**src/rtl/core/i2c_slave_address_assignment_fsm_core_assert.svh**
```systemverilog
// Assertion macros for the I2C slave address-assignment core.
`ifndef I2C_SLAVE_ADDRESS_ASSIGNMENT_FSM_CORE_ASSERT_SVH
`define I2C_SLAVE_ADDRESS_ASSIGNMENT_FSM_CORE_ASSERT_SVH

// Same-cycle implication, disabled in reset.
`define I2CAA_ASSERT_NOW(label, ante, cons) \
  label: assert property (@(posedge clk) disable iff (rst) (ante) |-> (cons)) \
    else $error("i2c address-assignment core: check failed");

// Next-cycle implication, disabled in reset.
`define I2CAA_ASSERT_NEXT(label, ante, cons) \
  label: assert property (@(posedge clk) disable iff (rst) (ante) |=> (cons)) \
    else $error("i2c address-assignment core: check failed");

`endif

```
**src/rtl/core/i2caa_pkg.sv**
```systemverilog
// Types, codes and helpers for the I2C slave address-assignment core.
package i2caa_pkg;

  localparam int ID_BYTES     = 8;
  localparam int RECORD_BYTES = 16;

  // Slave status codes (already masked with 0xF8)
  localparam logic [7:0] BS_BUS_ERROR        = 8'h00;
  localparam logic [7:0] BS_SR_SLA_ACK       = 8'h60;
  localparam logic [7:0] BS_SR_GCALL_ACK     = 8'h70;
  localparam logic [7:0] BS_SR_DATA_ACK      = 8'h80;
  localparam logic [7:0] BS_SR_DATA_NACK     = 8'h88;
  localparam logic [7:0] BS_SR_GCALL_DAT_ACK = 8'h90;
  localparam logic [7:0] BS_SR_GCALL_DAT_NAK = 8'h98;
  localparam logic [7:0] BS_SR_STOP          = 8'hA0;
  localparam logic [7:0] BS_ST_SLA_ACK       = 8'hA8;
  localparam logic [7:0] BS_ST_DATA_ACK      = 8'hB8;
  localparam logic [7:0] BS_ST_DATA_NACK     = 8'hC0;
  localparam logic [7:0] BS_ST_LAST_DATA     = 8'hC8;

  // Bit actions
  localparam logic [1:0] ACT_KEEP = 2'd0;
  localparam logic [1:0] ACT_SET  = 2'd1;
  localparam logic [1:0] ACT_CLR  = 2'd2;

  // Reported state codes
  localparam logic [2:0] FS_IDLE        = 3'd0;
  localparam logic [2:0] FS_ADDRESSED   = 3'd1;
  localparam logic [2:0] FS_GETCFG_ADDR = 3'd2;
  localparam logic [2:0] FS_ASSIGN_ID   = 3'd3;
  localparam logic [2:0] FS_ASSIGN_ADDR = 3'd4;
  localparam logic [2:0] FS_SENDING     = 3'd5;

  // Configuration register indexes
  localparam logic [2:0] CFG_GCALL_ADDR  = 3'd0;
  localparam logic [2:0] CFG_CMD_RST_DEV = 3'd1;
  localparam logic [2:0] CFG_CMD_RST_PRM = 3'd2;
  localparam logic [2:0] CFG_CMD_GET_CFG = 3'd3;
  localparam logic [2:0] CFG_CMD_ASSIGN  = 3'd4;
  localparam logic [2:0] CFG_UNIQUE_ID   = 3'd5;
  localparam logic [2:0] CFG_RECORD_TAIL = 3'd6;
  localparam logic [2:0] CFG_PERM_INIT   = 3'd7;

  typedef enum logic [5:0] {
    S_IDLE        = 6'b000001,
    S_ADDRESSED   = 6'b000010,
    S_GETCFG_ADDR = 6'b000100,
    S_ASSIGN_ID   = 6'b001000,
    S_ASSIGN_ADDR = 6'b010000,
    S_SENDING     = 6'b100000
  } state_t;

  typedef enum logic [2:0] {
    LC_NONE       = 3'd0,
    LC_RESET_DEV  = 3'd1,
    LC_RESET_PERM = 3'd2,
    LC_GET_CONFIG = 3'd3,
    LC_ASSIGN     = 3'd4
  } last_cmd_t;

  typedef struct packed {
    logic [7:0] bus_status;
    logic [7:0] rx_byte;
  } in_t;

  typedef struct packed {
    logic [1:0] ea_action;
    logic [1:0] sto_action;
    logic       tx_valid;
    logic [7:0] tx_byte;
    logic       addr_valid;
    logic [7:0] own_address;
    logic       nv_write;
    logic [7:0] nv_byte;
    logic [2:0] fsm_state;
  } out_t;

  // Byte i of a 64-bit word; zero past the word
  function automatic logic [7:0] byte_of(input logic [63:0] w, input logic [4:0] i);
    logic [7:0] b;
    b = 8'h00;
    if (i[4:3] == 2'b00) begin
      b = w[{i[2:0], 3'b000} +: 8];
    end
    return b;
  endfunction

  function automatic logic [2:0] state_code(input state_t s);
    logic [2:0] c;
    unique case (s)
      S_IDLE:        c = FS_IDLE;
      S_ADDRESSED:   c = FS_ADDRESSED;
      S_GETCFG_ADDR: c = FS_GETCFG_ADDR;
      S_ASSIGN_ID:   c = FS_ASSIGN_ID;
      S_ASSIGN_ADDR: c = FS_ASSIGN_ADDR;
      S_SENDING:     c = FS_SENDING;
      default:       c = FS_IDLE;
    endcase
    return c;
  endfunction

endpackage

```
**src/rtl/core/i2c_slave_address_assignment_fsm_core.sv**
```systemverilog
// Top level of the I2C slave address-assignment core.
// Each item is one slave event (status code and data byte) and yields exactly one
// result item: acknowledge and stop bit actions, a transmit byte, an own-address
// update and a nonvolatile address write, plus the protocol state after the event.
// An item is latched in an input register, decoded combinationally against the protocol
// state and written to the result register, so one item per clock is sustained while
// results are taken; the state update is the only loop. The input
// register keeps taking items while a result waits to be taken, until both are full.
// Configuration writes take effect at once and are meant for idle periods only.
module i2c_slave_address_assignment_fsm_core (
  input  logic              clk,
  input  logic              rst,
  input  logic              in_valid,
  output logic              in_ready,
  input  i2caa_pkg::in_t    in_item,
  output logic              out_valid,
  input  logic              out_ready,
  output i2caa_pkg::out_t   out_item,
  input  logic              cfg_we,
  input  logic [2:0]        cfg_index,
  input  logic [63:0]       cfg_data
);
  import i2caa_pkg::*;

  // Configuration
  logic [7:0]  gcall_addr;
  logic [7:0]  cmd_rst_dev;
  logic [7:0]  cmd_rst_perm;
  logic [7:0]  cmd_get_cfg;
  logic [7:0]  cmd_assign;
  logic [63:0] unique_id;
  logic [63:0] record_tail;

  // Protocol state
  state_t      state, state_next;
  last_cmd_t   last_cmd, last_cmd_next;
  logic [7:0]  soft_addr, soft_addr_next;
  logic [7:0]  perm_addr, perm_addr_next;
  logic [7:0]  sent_byte, sent_byte_next;
  logic [4:0]  byte_count, byte_count_next;

  // Input stage
  logic        s1_valid;
  in_t         s1_item;
  logic        advance;

  out_t        res_next;
  logic        gen_rst, rel_tx, rel_rx, set_own;
  logic [7:0]  st, rx;
  logic [4:0]  count_inc;
  logic [4:0]  tail_idx;
  logic [7:0]  rec_byte;

  assign advance  = s1_valid && (!out_valid || out_ready);
  assign in_ready = !s1_valid || advance;

  assign st        = s1_item.bus_status;
  assign rx        = s1_item.rx_byte;
  assign count_inc = byte_count + 5'd1;
  assign tail_idx  = byte_count - 5'(ID_BYTES);
  assign rec_byte  = (byte_count < 5'(ID_BYTES)) ? byte_of(unique_id, byte_count)
                                                 : byte_of(record_tail, tail_idx);

  always_comb begin
    state_next      = state;
    last_cmd_next   = last_cmd;
    soft_addr_next  = soft_addr;
    perm_addr_next  = perm_addr;
    sent_byte_next  = sent_byte;
    byte_count_next = byte_count;
    res_next        = '0;
    gen_rst         = 1'b0;
    rel_tx          = 1'b0;
    rel_rx          = 1'b0;
    set_own         = 1'b0;

    if (st == BS_SR_STOP) begin
      state_next          = S_IDLE;
      res_next.ea_action  = ACT_SET;
      res_next.sto_action = ACT_CLR;
    end else begin
      unique case (state)
        S_IDLE: begin
          case (st) inside
            BS_SR_SLA_ACK: begin
              last_cmd_next = LC_NONE;
              gen_rst       = 1'b1;
            end
            BS_SR_GCALL_ACK: state_next = S_ADDRESSED;
            BS_ST_SLA_ACK: begin
              if ((rx & 8'hFE) == gcall_addr) begin
                if (last_cmd == LC_GET_CONFIG) begin
                  sent_byte_next    = 8'(RECORD_BYTES);
                  res_next.tx_valid = 1'b1;
                  res_next.tx_byte  = 8'(RECORD_BYTES);
                  state_next        = S_SENDING;
                  byte_count_next   = 5'd0;
                end else begin
                  rel_tx = 1'b1;
                end
              end else begin
                gen_rst = 1'b1;
              end
            end
            BS_ST_LAST_DATA, BS_SR_STOP: begin
              res_next.ea_action  = ACT_SET;
              res_next.sto_action = ACT_CLR;
            end
            BS_ST_DATA_ACK, BS_SR_DATA_ACK, BS_SR_GCALL_DAT_ACK: rel_rx = 1'b1;
            BS_BUS_ERROR, BS_ST_DATA_NACK, BS_SR_DATA_NACK, BS_SR_GCALL_DAT_NAK:
              rel_tx = 1'b1;
            default: begin
              res_next.ea_action  = ACT_SET;
              res_next.sto_action = ACT_SET;
            end
          endcase
        end
        S_ADDRESSED: begin
          if (st != BS_SR_GCALL_DAT_ACK) begin
            gen_rst = 1'b1;
          end else if (rx == cmd_rst_dev) begin
            last_cmd_next  = LC_RESET_DEV;
            state_next     = S_IDLE;
            soft_addr_next = 8'h00;
            set_own        = 1'b1;
          end else if (rx == cmd_rst_perm) begin
            last_cmd_next  = (perm_addr != 8'h00) ? LC_NONE : LC_RESET_PERM;
            state_next     = S_IDLE;
            soft_addr_next = perm_addr;
            set_own        = 1'b1;
          end else if (rx == cmd_get_cfg) begin
            last_cmd_next = LC_GET_CONFIG;
            state_next    = S_GETCFG_ADDR;
          end else if (rx == cmd_assign) begin
            last_cmd_next   = LC_ASSIGN;
            byte_count_next = 5'd0;
            state_next      = S_ASSIGN_ID;
          end else begin
            rel_rx = 1'b1;
          end
        end
        S_GETCFG_ADDR: begin
          if (st == BS_SR_GCALL_DAT_ACK) begin
            state_next          = S_IDLE;
            res_next.ea_action  = ACT_SET;
            res_next.sto_action = ACT_SET;
            if (soft_addr != rx) begin
              last_cmd_next = LC_NONE;
            end
          end else begin
            gen_rst = 1'b1;
          end
        end
        S_ASSIGN_ID: begin
          if (st == BS_SR_GCALL_DAT_ACK) begin
            if (rx == byte_of(unique_id, byte_count)) begin
              byte_count_next = count_inc;
              if (count_inc == 5'(ID_BYTES)) begin
                state_next = S_ASSIGN_ADDR;
              end
            end else begin
              rel_rx = 1'b1;
            end
          end else begin
            gen_rst = 1'b1;
          end
        end
        S_ASSIGN_ADDR: begin
          if (st == BS_SR_GCALL_DAT_ACK) begin
            soft_addr_next = {rx[7:1], 1'b0};
            if (rx[0]) begin
              perm_addr_next    = {rx[7:1], 1'b0};
              res_next.nv_write = 1'b1;
              res_next.nv_byte  = {rx[7:1], 1'b0};
            end
            state_next          = S_IDLE;
            set_own             = 1'b1;
            res_next.ea_action  = ACT_SET;
            res_next.sto_action = ACT_SET;
            last_cmd_next       = LC_NONE;
          end else begin
            gen_rst = 1'b1;
          end
        end
        S_SENDING: begin
          if (st == BS_ST_DATA_ACK) begin
            if (rx != sent_byte) begin
              rel_tx = 1'b1;
            end else begin
              sent_byte_next    = rec_byte;
              res_next.tx_valid = 1'b1;
              res_next.tx_byte  = rec_byte;
              byte_count_next   = count_inc;
              if (count_inc == 5'(RECORD_BYTES)) begin
                state_next         = S_IDLE;
                res_next.ea_action = ACT_CLR;
              end else begin
                res_next.ea_action = ACT_SET;
              end
            end
          end else begin
            gen_rst = 1'b1;
          end
        end
        default: ;
      endcase
    end

    // Common reset path for unexpected events
    if (gen_rst) begin
      case (st) inside
        BS_ST_LAST_DATA, BS_SR_STOP, BS_ST_DATA_NACK, BS_SR_DATA_NACK,
        BS_SR_GCALL_DAT_NAK: begin
          state_next          = S_IDLE;
          res_next.ea_action  = ACT_SET;
          res_next.sto_action = ACT_CLR;
        end
        BS_BUS_ERROR: rel_tx = 1'b1;
        default:      rel_rx = 1'b1;
      endcase
    end

    if (rel_tx) begin
      state_next          = S_IDLE;
      last_cmd_next       = LC_NONE;
      res_next.tx_valid   = 1'b1;
      res_next.tx_byte    = 8'hFF;
      res_next.ea_action  = ACT_SET;
      res_next.sto_action = ACT_SET;
    end
    if (rel_rx) begin
      state_next          = S_IDLE;
      last_cmd_next       = LC_NONE;
      res_next.tx_valid   = 1'b1;
      res_next.tx_byte    = 8'hFF;
      res_next.ea_action  = ACT_CLR;
      res_next.sto_action = ACT_SET;
    end
    if (set_own) begin
      res_next.addr_valid  = 1'b1;
      res_next.own_address = soft_addr_next | 8'h01;
    end
    res_next.fsm_state = state_code(state_next);
  end

  // Input register
  always_ff @(posedge clk) begin
    if (rst) begin
      s1_valid <= 1'b0;
    end else if (in_ready) begin
      s1_valid <= in_valid;
    end
    if (in_valid && in_ready) begin
      s1_item <= in_item;
    end
  end

  // Result register
  always_ff @(posedge clk) begin
    if (rst) begin
      out_valid <= 1'b0;
    end else if (advance) begin
      out_valid <= 1'b1;
    end else if (out_ready) begin
      out_valid <= 1'b0;
    end
    if (advance) begin
      out_item <= res_next;
    end
  end

  // Protocol state and configuration
  always_ff @(posedge clk) begin
    if (rst) begin
      state        <= S_IDLE;
      last_cmd     <= LC_NONE;
      soft_addr    <= 8'h00;
      perm_addr    <= 8'h00;
      sent_byte    <= 8'h00;
      byte_count   <= 5'd0;
      gcall_addr   <= 8'h00;
      cmd_rst_dev  <= 8'h01;
      cmd_rst_perm <= 8'h02;
      cmd_get_cfg  <= 8'h03;
      cmd_assign   <= 8'h04;
      unique_id    <= 64'd0;
      record_tail  <= 64'd0;
    end else begin
      if (advance) begin
        state      <= state_next;
        last_cmd   <= last_cmd_next;
        soft_addr  <= soft_addr_next;
        perm_addr  <= perm_addr_next;
        sent_byte  <= sent_byte_next;
        byte_count <= byte_count_next;
      end
      if (cfg_we) begin
        unique case (cfg_index)
          CFG_GCALL_ADDR:  gcall_addr   <= cfg_data[7:0];
          CFG_CMD_RST_DEV: cmd_rst_dev  <= cfg_data[7:0];
          CFG_CMD_RST_PRM: cmd_rst_perm <= cfg_data[7:0];
          CFG_CMD_GET_CFG: cmd_get_cfg  <= cfg_data[7:0];
          CFG_CMD_ASSIGN:  cmd_assign   <= cfg_data[7:0];
          CFG_UNIQUE_ID:   unique_id    <= cfg_data;
          CFG_RECORD_TAIL: record_tail  <= cfg_data;
          CFG_PERM_INIT:   perm_addr    <= cfg_data[7:0];
          default: ;
        endcase
      end
    end
  end

`include "i2c_slave_address_assignment_fsm_core_assert.svh"

  `I2CAA_ASSERT_NEXT(a_result_follows, advance, out_valid)
  `I2CAA_ASSERT_NOW(a_nv_with_own, out_valid && out_item.nv_write, out_item.addr_valid && (out_item.own_address == (out_item.nv_byte | 8'h01)))
  `I2CAA_ASSERT_NOW(a_sending_loads_tx, out_valid && (out_item.fsm_state == FS_SENDING), out_item.tx_valid)

endmodule
```
**config.mk**
```make
export PLATFORM = sky130hd
export DESIGN_NAME = i2c_slave_address_assignment_fsm_core
export DESIGN_NICKNAME = d
export VERILOG_FILES = /design/src/rtl/core/i2caa_pkg.sv /design/src/rtl/core/i2c_slave_address_assignment_fsm_core.sv
export VERILOG_INCLUDE_DIRS = /design/src /design/src/rtl/core
export SDC_FILE = /design/constraint.sdc
export NUM_CORES = 1
export LEC_CHECK = 0
export BUFFER_PORTS_ARGS = -buffer_cell sky130_fd_sc_hd__clkbuf_2
export CAP_MARGIN = 20
export CORE_UTILIZATION = 59
export CTS_CLUSTER_SIZE = 30
export DETAILED_ROUTE_END_ITERATION = 8
export MAX_ROUTING_LAYER = met4
export PLACE_DENSITY_LB_ADDON = 0.12
export SETUP_SLACK_MARGIN = 0.5
export SYNTH_ARGS = -nofsm -noshare
export SYNTH_HDL_FRONTEND = slang
export SYNTH_SLANG_ARGS = --single-unit
```
**constraint.sdc**
```tcl
create_clock -name clk -period 2.99 [get_ports clk]
set_input_delay 0.1495 -clock clk [delete_from_list [all_inputs] [get_ports clk]]
set_output_delay 0.1495 -clock clk [all_outputs]
set_load 0.005 [all_outputs]
```
==> flow_summary.toml <==
[synth]
synth-edff-count = 48
synthArstFlopShare = 0
synth_top_area_share = 0.347
synth_most_common_cell = "nand2_1"
synthesis.nets = 1502
synth_area_um2 = 12000
synthMuxAreaShare = 0.0698
synth_seq_cells = 256
yosysTopAreaCell = "dfxtp_1"
syn_avg_cell_area_um2 = 8.50
synth_compound_area_frac = 0.145
yosys_warnings = 0
synth_area_leaders = "dfxtp_1, nand2_1, edfxtp_1, a21oi_1, mux4_2"
synth-seq-area-share = 0.467
synth_top_family_by_area = "simple AND/OR/NAND/NOR gates"
yosys.area_share.xor_xnor = 0.0504
synth_fa_ha_area_frac = 0.00209
synth_common_cells = "nand2_1, dfxtp_1, a21oi_1, clkbuf_1, nor2_1"
ys_types = 63
syn_inst = 1412
synth-simple-area-share = 0.228
ys.flop_type = "dfxtp_1"

[worst_setup_path]
r2r_slack_ns = 0.21
critical_path_class = "register to register"
r2r_cells = 9
cp-end-kind = "register"
cp_max_fo = 5
cp.required_ns = 3.27
crit_arrival_ns = 3.05
reg2reg_to = "out_item[33]"
r2r_start = "st[2]"
critPathLaunchType = "register"

[die]
io_pins = 124
die_x_um = 145
rows = 51
start_util = 0.609
die_area_um2 = 20900
core_um2 = 19700
die_h_um = 145

[detailed_routing]
vias = 11417
drc = 0
drt_iter0_drc = 901
drt-vias-per-instance = 5.92
avgRoutedWirePerCell_um = 18.8
routed_wl_um = 36200
postRouteAntennaNets = 0
drt-pass1-iter-count = 5

[cells_and_area]
multi_input_area_um2 = 6420
drive_above_1_share = 0.227
fin_area_um2 = 15600
regArea_um2 = 5610
filler_cell_count = 1276
synthToLayoutAreaGrowth_pct = 30.1
nNetsFinal = 1734
diodes = 0

[global_route]
antenna_found_initial = 0
overflow = 0
grt_pass1_wl_um = 55400
grt_max_degree = 105
grt_usage = 0.353
grt_pass1_vias = 10673

[timing]
fin_crit_sh = 0.929
finalSetupTns_ns = 0
min_period_ns = 2.78
setup_violations = 0
hold_violations = 0
slew_viol_final = 0
fmax_mhz = 360
max_slew_margin = 0.350
rsz0062_at_grt = "true"
holdWs_ns = 0.0287
finalClockSkew_ns = 0.0114
max_slew.worst_pin.slew_ns = 0.975

[place]
io_buffer_count = 122
place_congestion = 0.977
post_dp_cell_area_um2 = 13200
place_hpwl_um = 23200

[clock_network]
cts_tree = "yes"
clock_sinks = 256
cts.path.max_buffers = 3
cts_max_level = 1
cts.clk_slew.worst_paths_ns = 0.06
numCtsBuffers = 26
cts-root-buf = "clkbuf_16"
clock_latency_ns = 0.54

[power]
leakagePower_nw = 5.92
vdd_drop_max_mv = 0.407
p_per_area_nw_per_um2 = 495

[hold_path]
holdPathEnd = "cmd_rst_perm[5]"
hold_path.class = "input port to register"
worstHoldStart = "cfg_data[5]"
whs_path_depth = 3

[job]
drv_cap = 0

[outcome]
status = "finished clean"
-- how the worst max path moves through the flow --
stage | startpoint | to | slack (ns) | cells after the start
floorplan | st[0] | out_item[25] | 0.32 | 9
global placement | byte_count[1] | byte_count[0] | 0.09 | 10
detailed placement | byte_count[1] | byte_count[4] | 0.08 | 10
CTS | st[0] | out_item[2] | 0.19 | 10
global route | st[0] | out_item[2] | 0.10 | 10
finish | st[2] | out_item[33] | 0.21 | 9
-- critical path, cell delays in order (launching register included) --
cell	delay (ns)
edfxtp_1	0.43
or3_4	0.38
or3_4	0.39
a32o_2	0.24
a311o_1	0.29
buf_4	0.16
buf_4	0.13
nand2_1	0.07
nand2_2	0.08
or3_1	0.36
-- power by group --
part	internal (W)	switching (W)
Clock	0.00209	0.00136
Sequential	0.00360	0.0000513
Combinational	0.000272	0.000357
-- flip-flops by register name, indices dropped and copies added, names as in the netlist --
signal        flops
byte_count        5
cmd_assign        8
cmd_get_cfg       8
cmd_rst_dev       8
cmd_rst_perm      8
gcall_addr        8
last_cmd          3
out_item         32
out_valid         1
perm_addr         8
record_tail      64
rx                8
s1_valid          1
sent_byte         8
soft_addr         8
st                8
state             6
unique_id        64
-- metal layers --
| layer | track usage | vias up | routed length [um] |
|---|---|---|---|
| met2 | 0.598 | 494 | 18300 |
| li1 | - | 5355 | - |
| met3 | 0.0344 | 93 | 2140 |
| met1 | 0.432 | 5475 | 14400 |
| met4 | 0.143 | 0 | 1300 |
| met5 | - | - | 0 |
-- logic make-up (layout without fill, tap and decap cells) --
kind of cell | after synthesis | after routing
mux | 55 | 55
xor+xnor | 69 | 69
other cells | 1 | 1
buf+inv | 108 | 358
flops | 256 | 256
simple gates | 623 | 624
compound gates | 298 | 298
fa+ha+maj | 2 | 2
-- area by class of cell --
cell class | count | share of cell area
timing repair buffer | 304 | 0.148
clock buffer | 36 | 0.0479
clock inverter | 11 | 0.0109
inverter | 7 | 0.00168
multi-input combinational | 1049 | 0.411
sequential | 256 | 0.359
tap | 265 | 0.0212
-- layout by cell type (no fill, tap or decap), types with 8 or more instances in the layout --
| cell | n |
|---|---|
| nand2_1 | 394 |
| dfxtp_1 | 205 |
| a21oi_1 | 186 |
| clkbuf_2 | 121 |
| buf_4 | 91 |
| dlygate4sd3_1 | 77 |
| nor2_1 | 62 |
| edfxtp_1 | 48 |
| xor2_1 | 42 |
| mux2i_1 | 29 |
| xnor2_1 | 27 |
| clkbuf_16 | 26 |
| mux4_2 | 23 |
| and3_1 | 21 |
| nand3_1 | 20 |
| a22oi_1 | 17 |
| o21ai_0 | 14 |
| nor4_1 | 11 |
| nor3_1 | 11 |
| nor2b_1 | 10 |
| nand4_1 | 10 |
| a211oi_1 | 10 |
| a21oi_2 | 10 |
| or3_1 | 8 |
| o211ai_1 | 8 |
-- through the flow --
step | cells | power, W | setup WS, ns | util
2_1_floorplan | 1412 | 0.00400 | 0.323 | -
3_3_place_gp | 1770 | 0.00421 | 0.0927 | 0.669
3_5_place_dp | 1770 | 0.00422 | 0.0835 | 0.669
4_1_cts | 1908 | 0.00771 | 0.191 | 0.769
5_1_grt | 1928 | 0.00794 | 0.104 | 0.792
6_report | 1928 | 0.00774 | 0.214 | 0.792
-- timing repair --
item / 4_1_cts / 5_1_grt
pin swaps: 4 / 22
endpoints found under the setup margin: 52 / 55
endpoints found under the hold margin: 132 / 0
hold buffers: 77 / 0
gates cloned: 1 / 1
setup buffers: 13 / 19
resized for setup: 38 / 56
(Power assumes the default switching activity.)
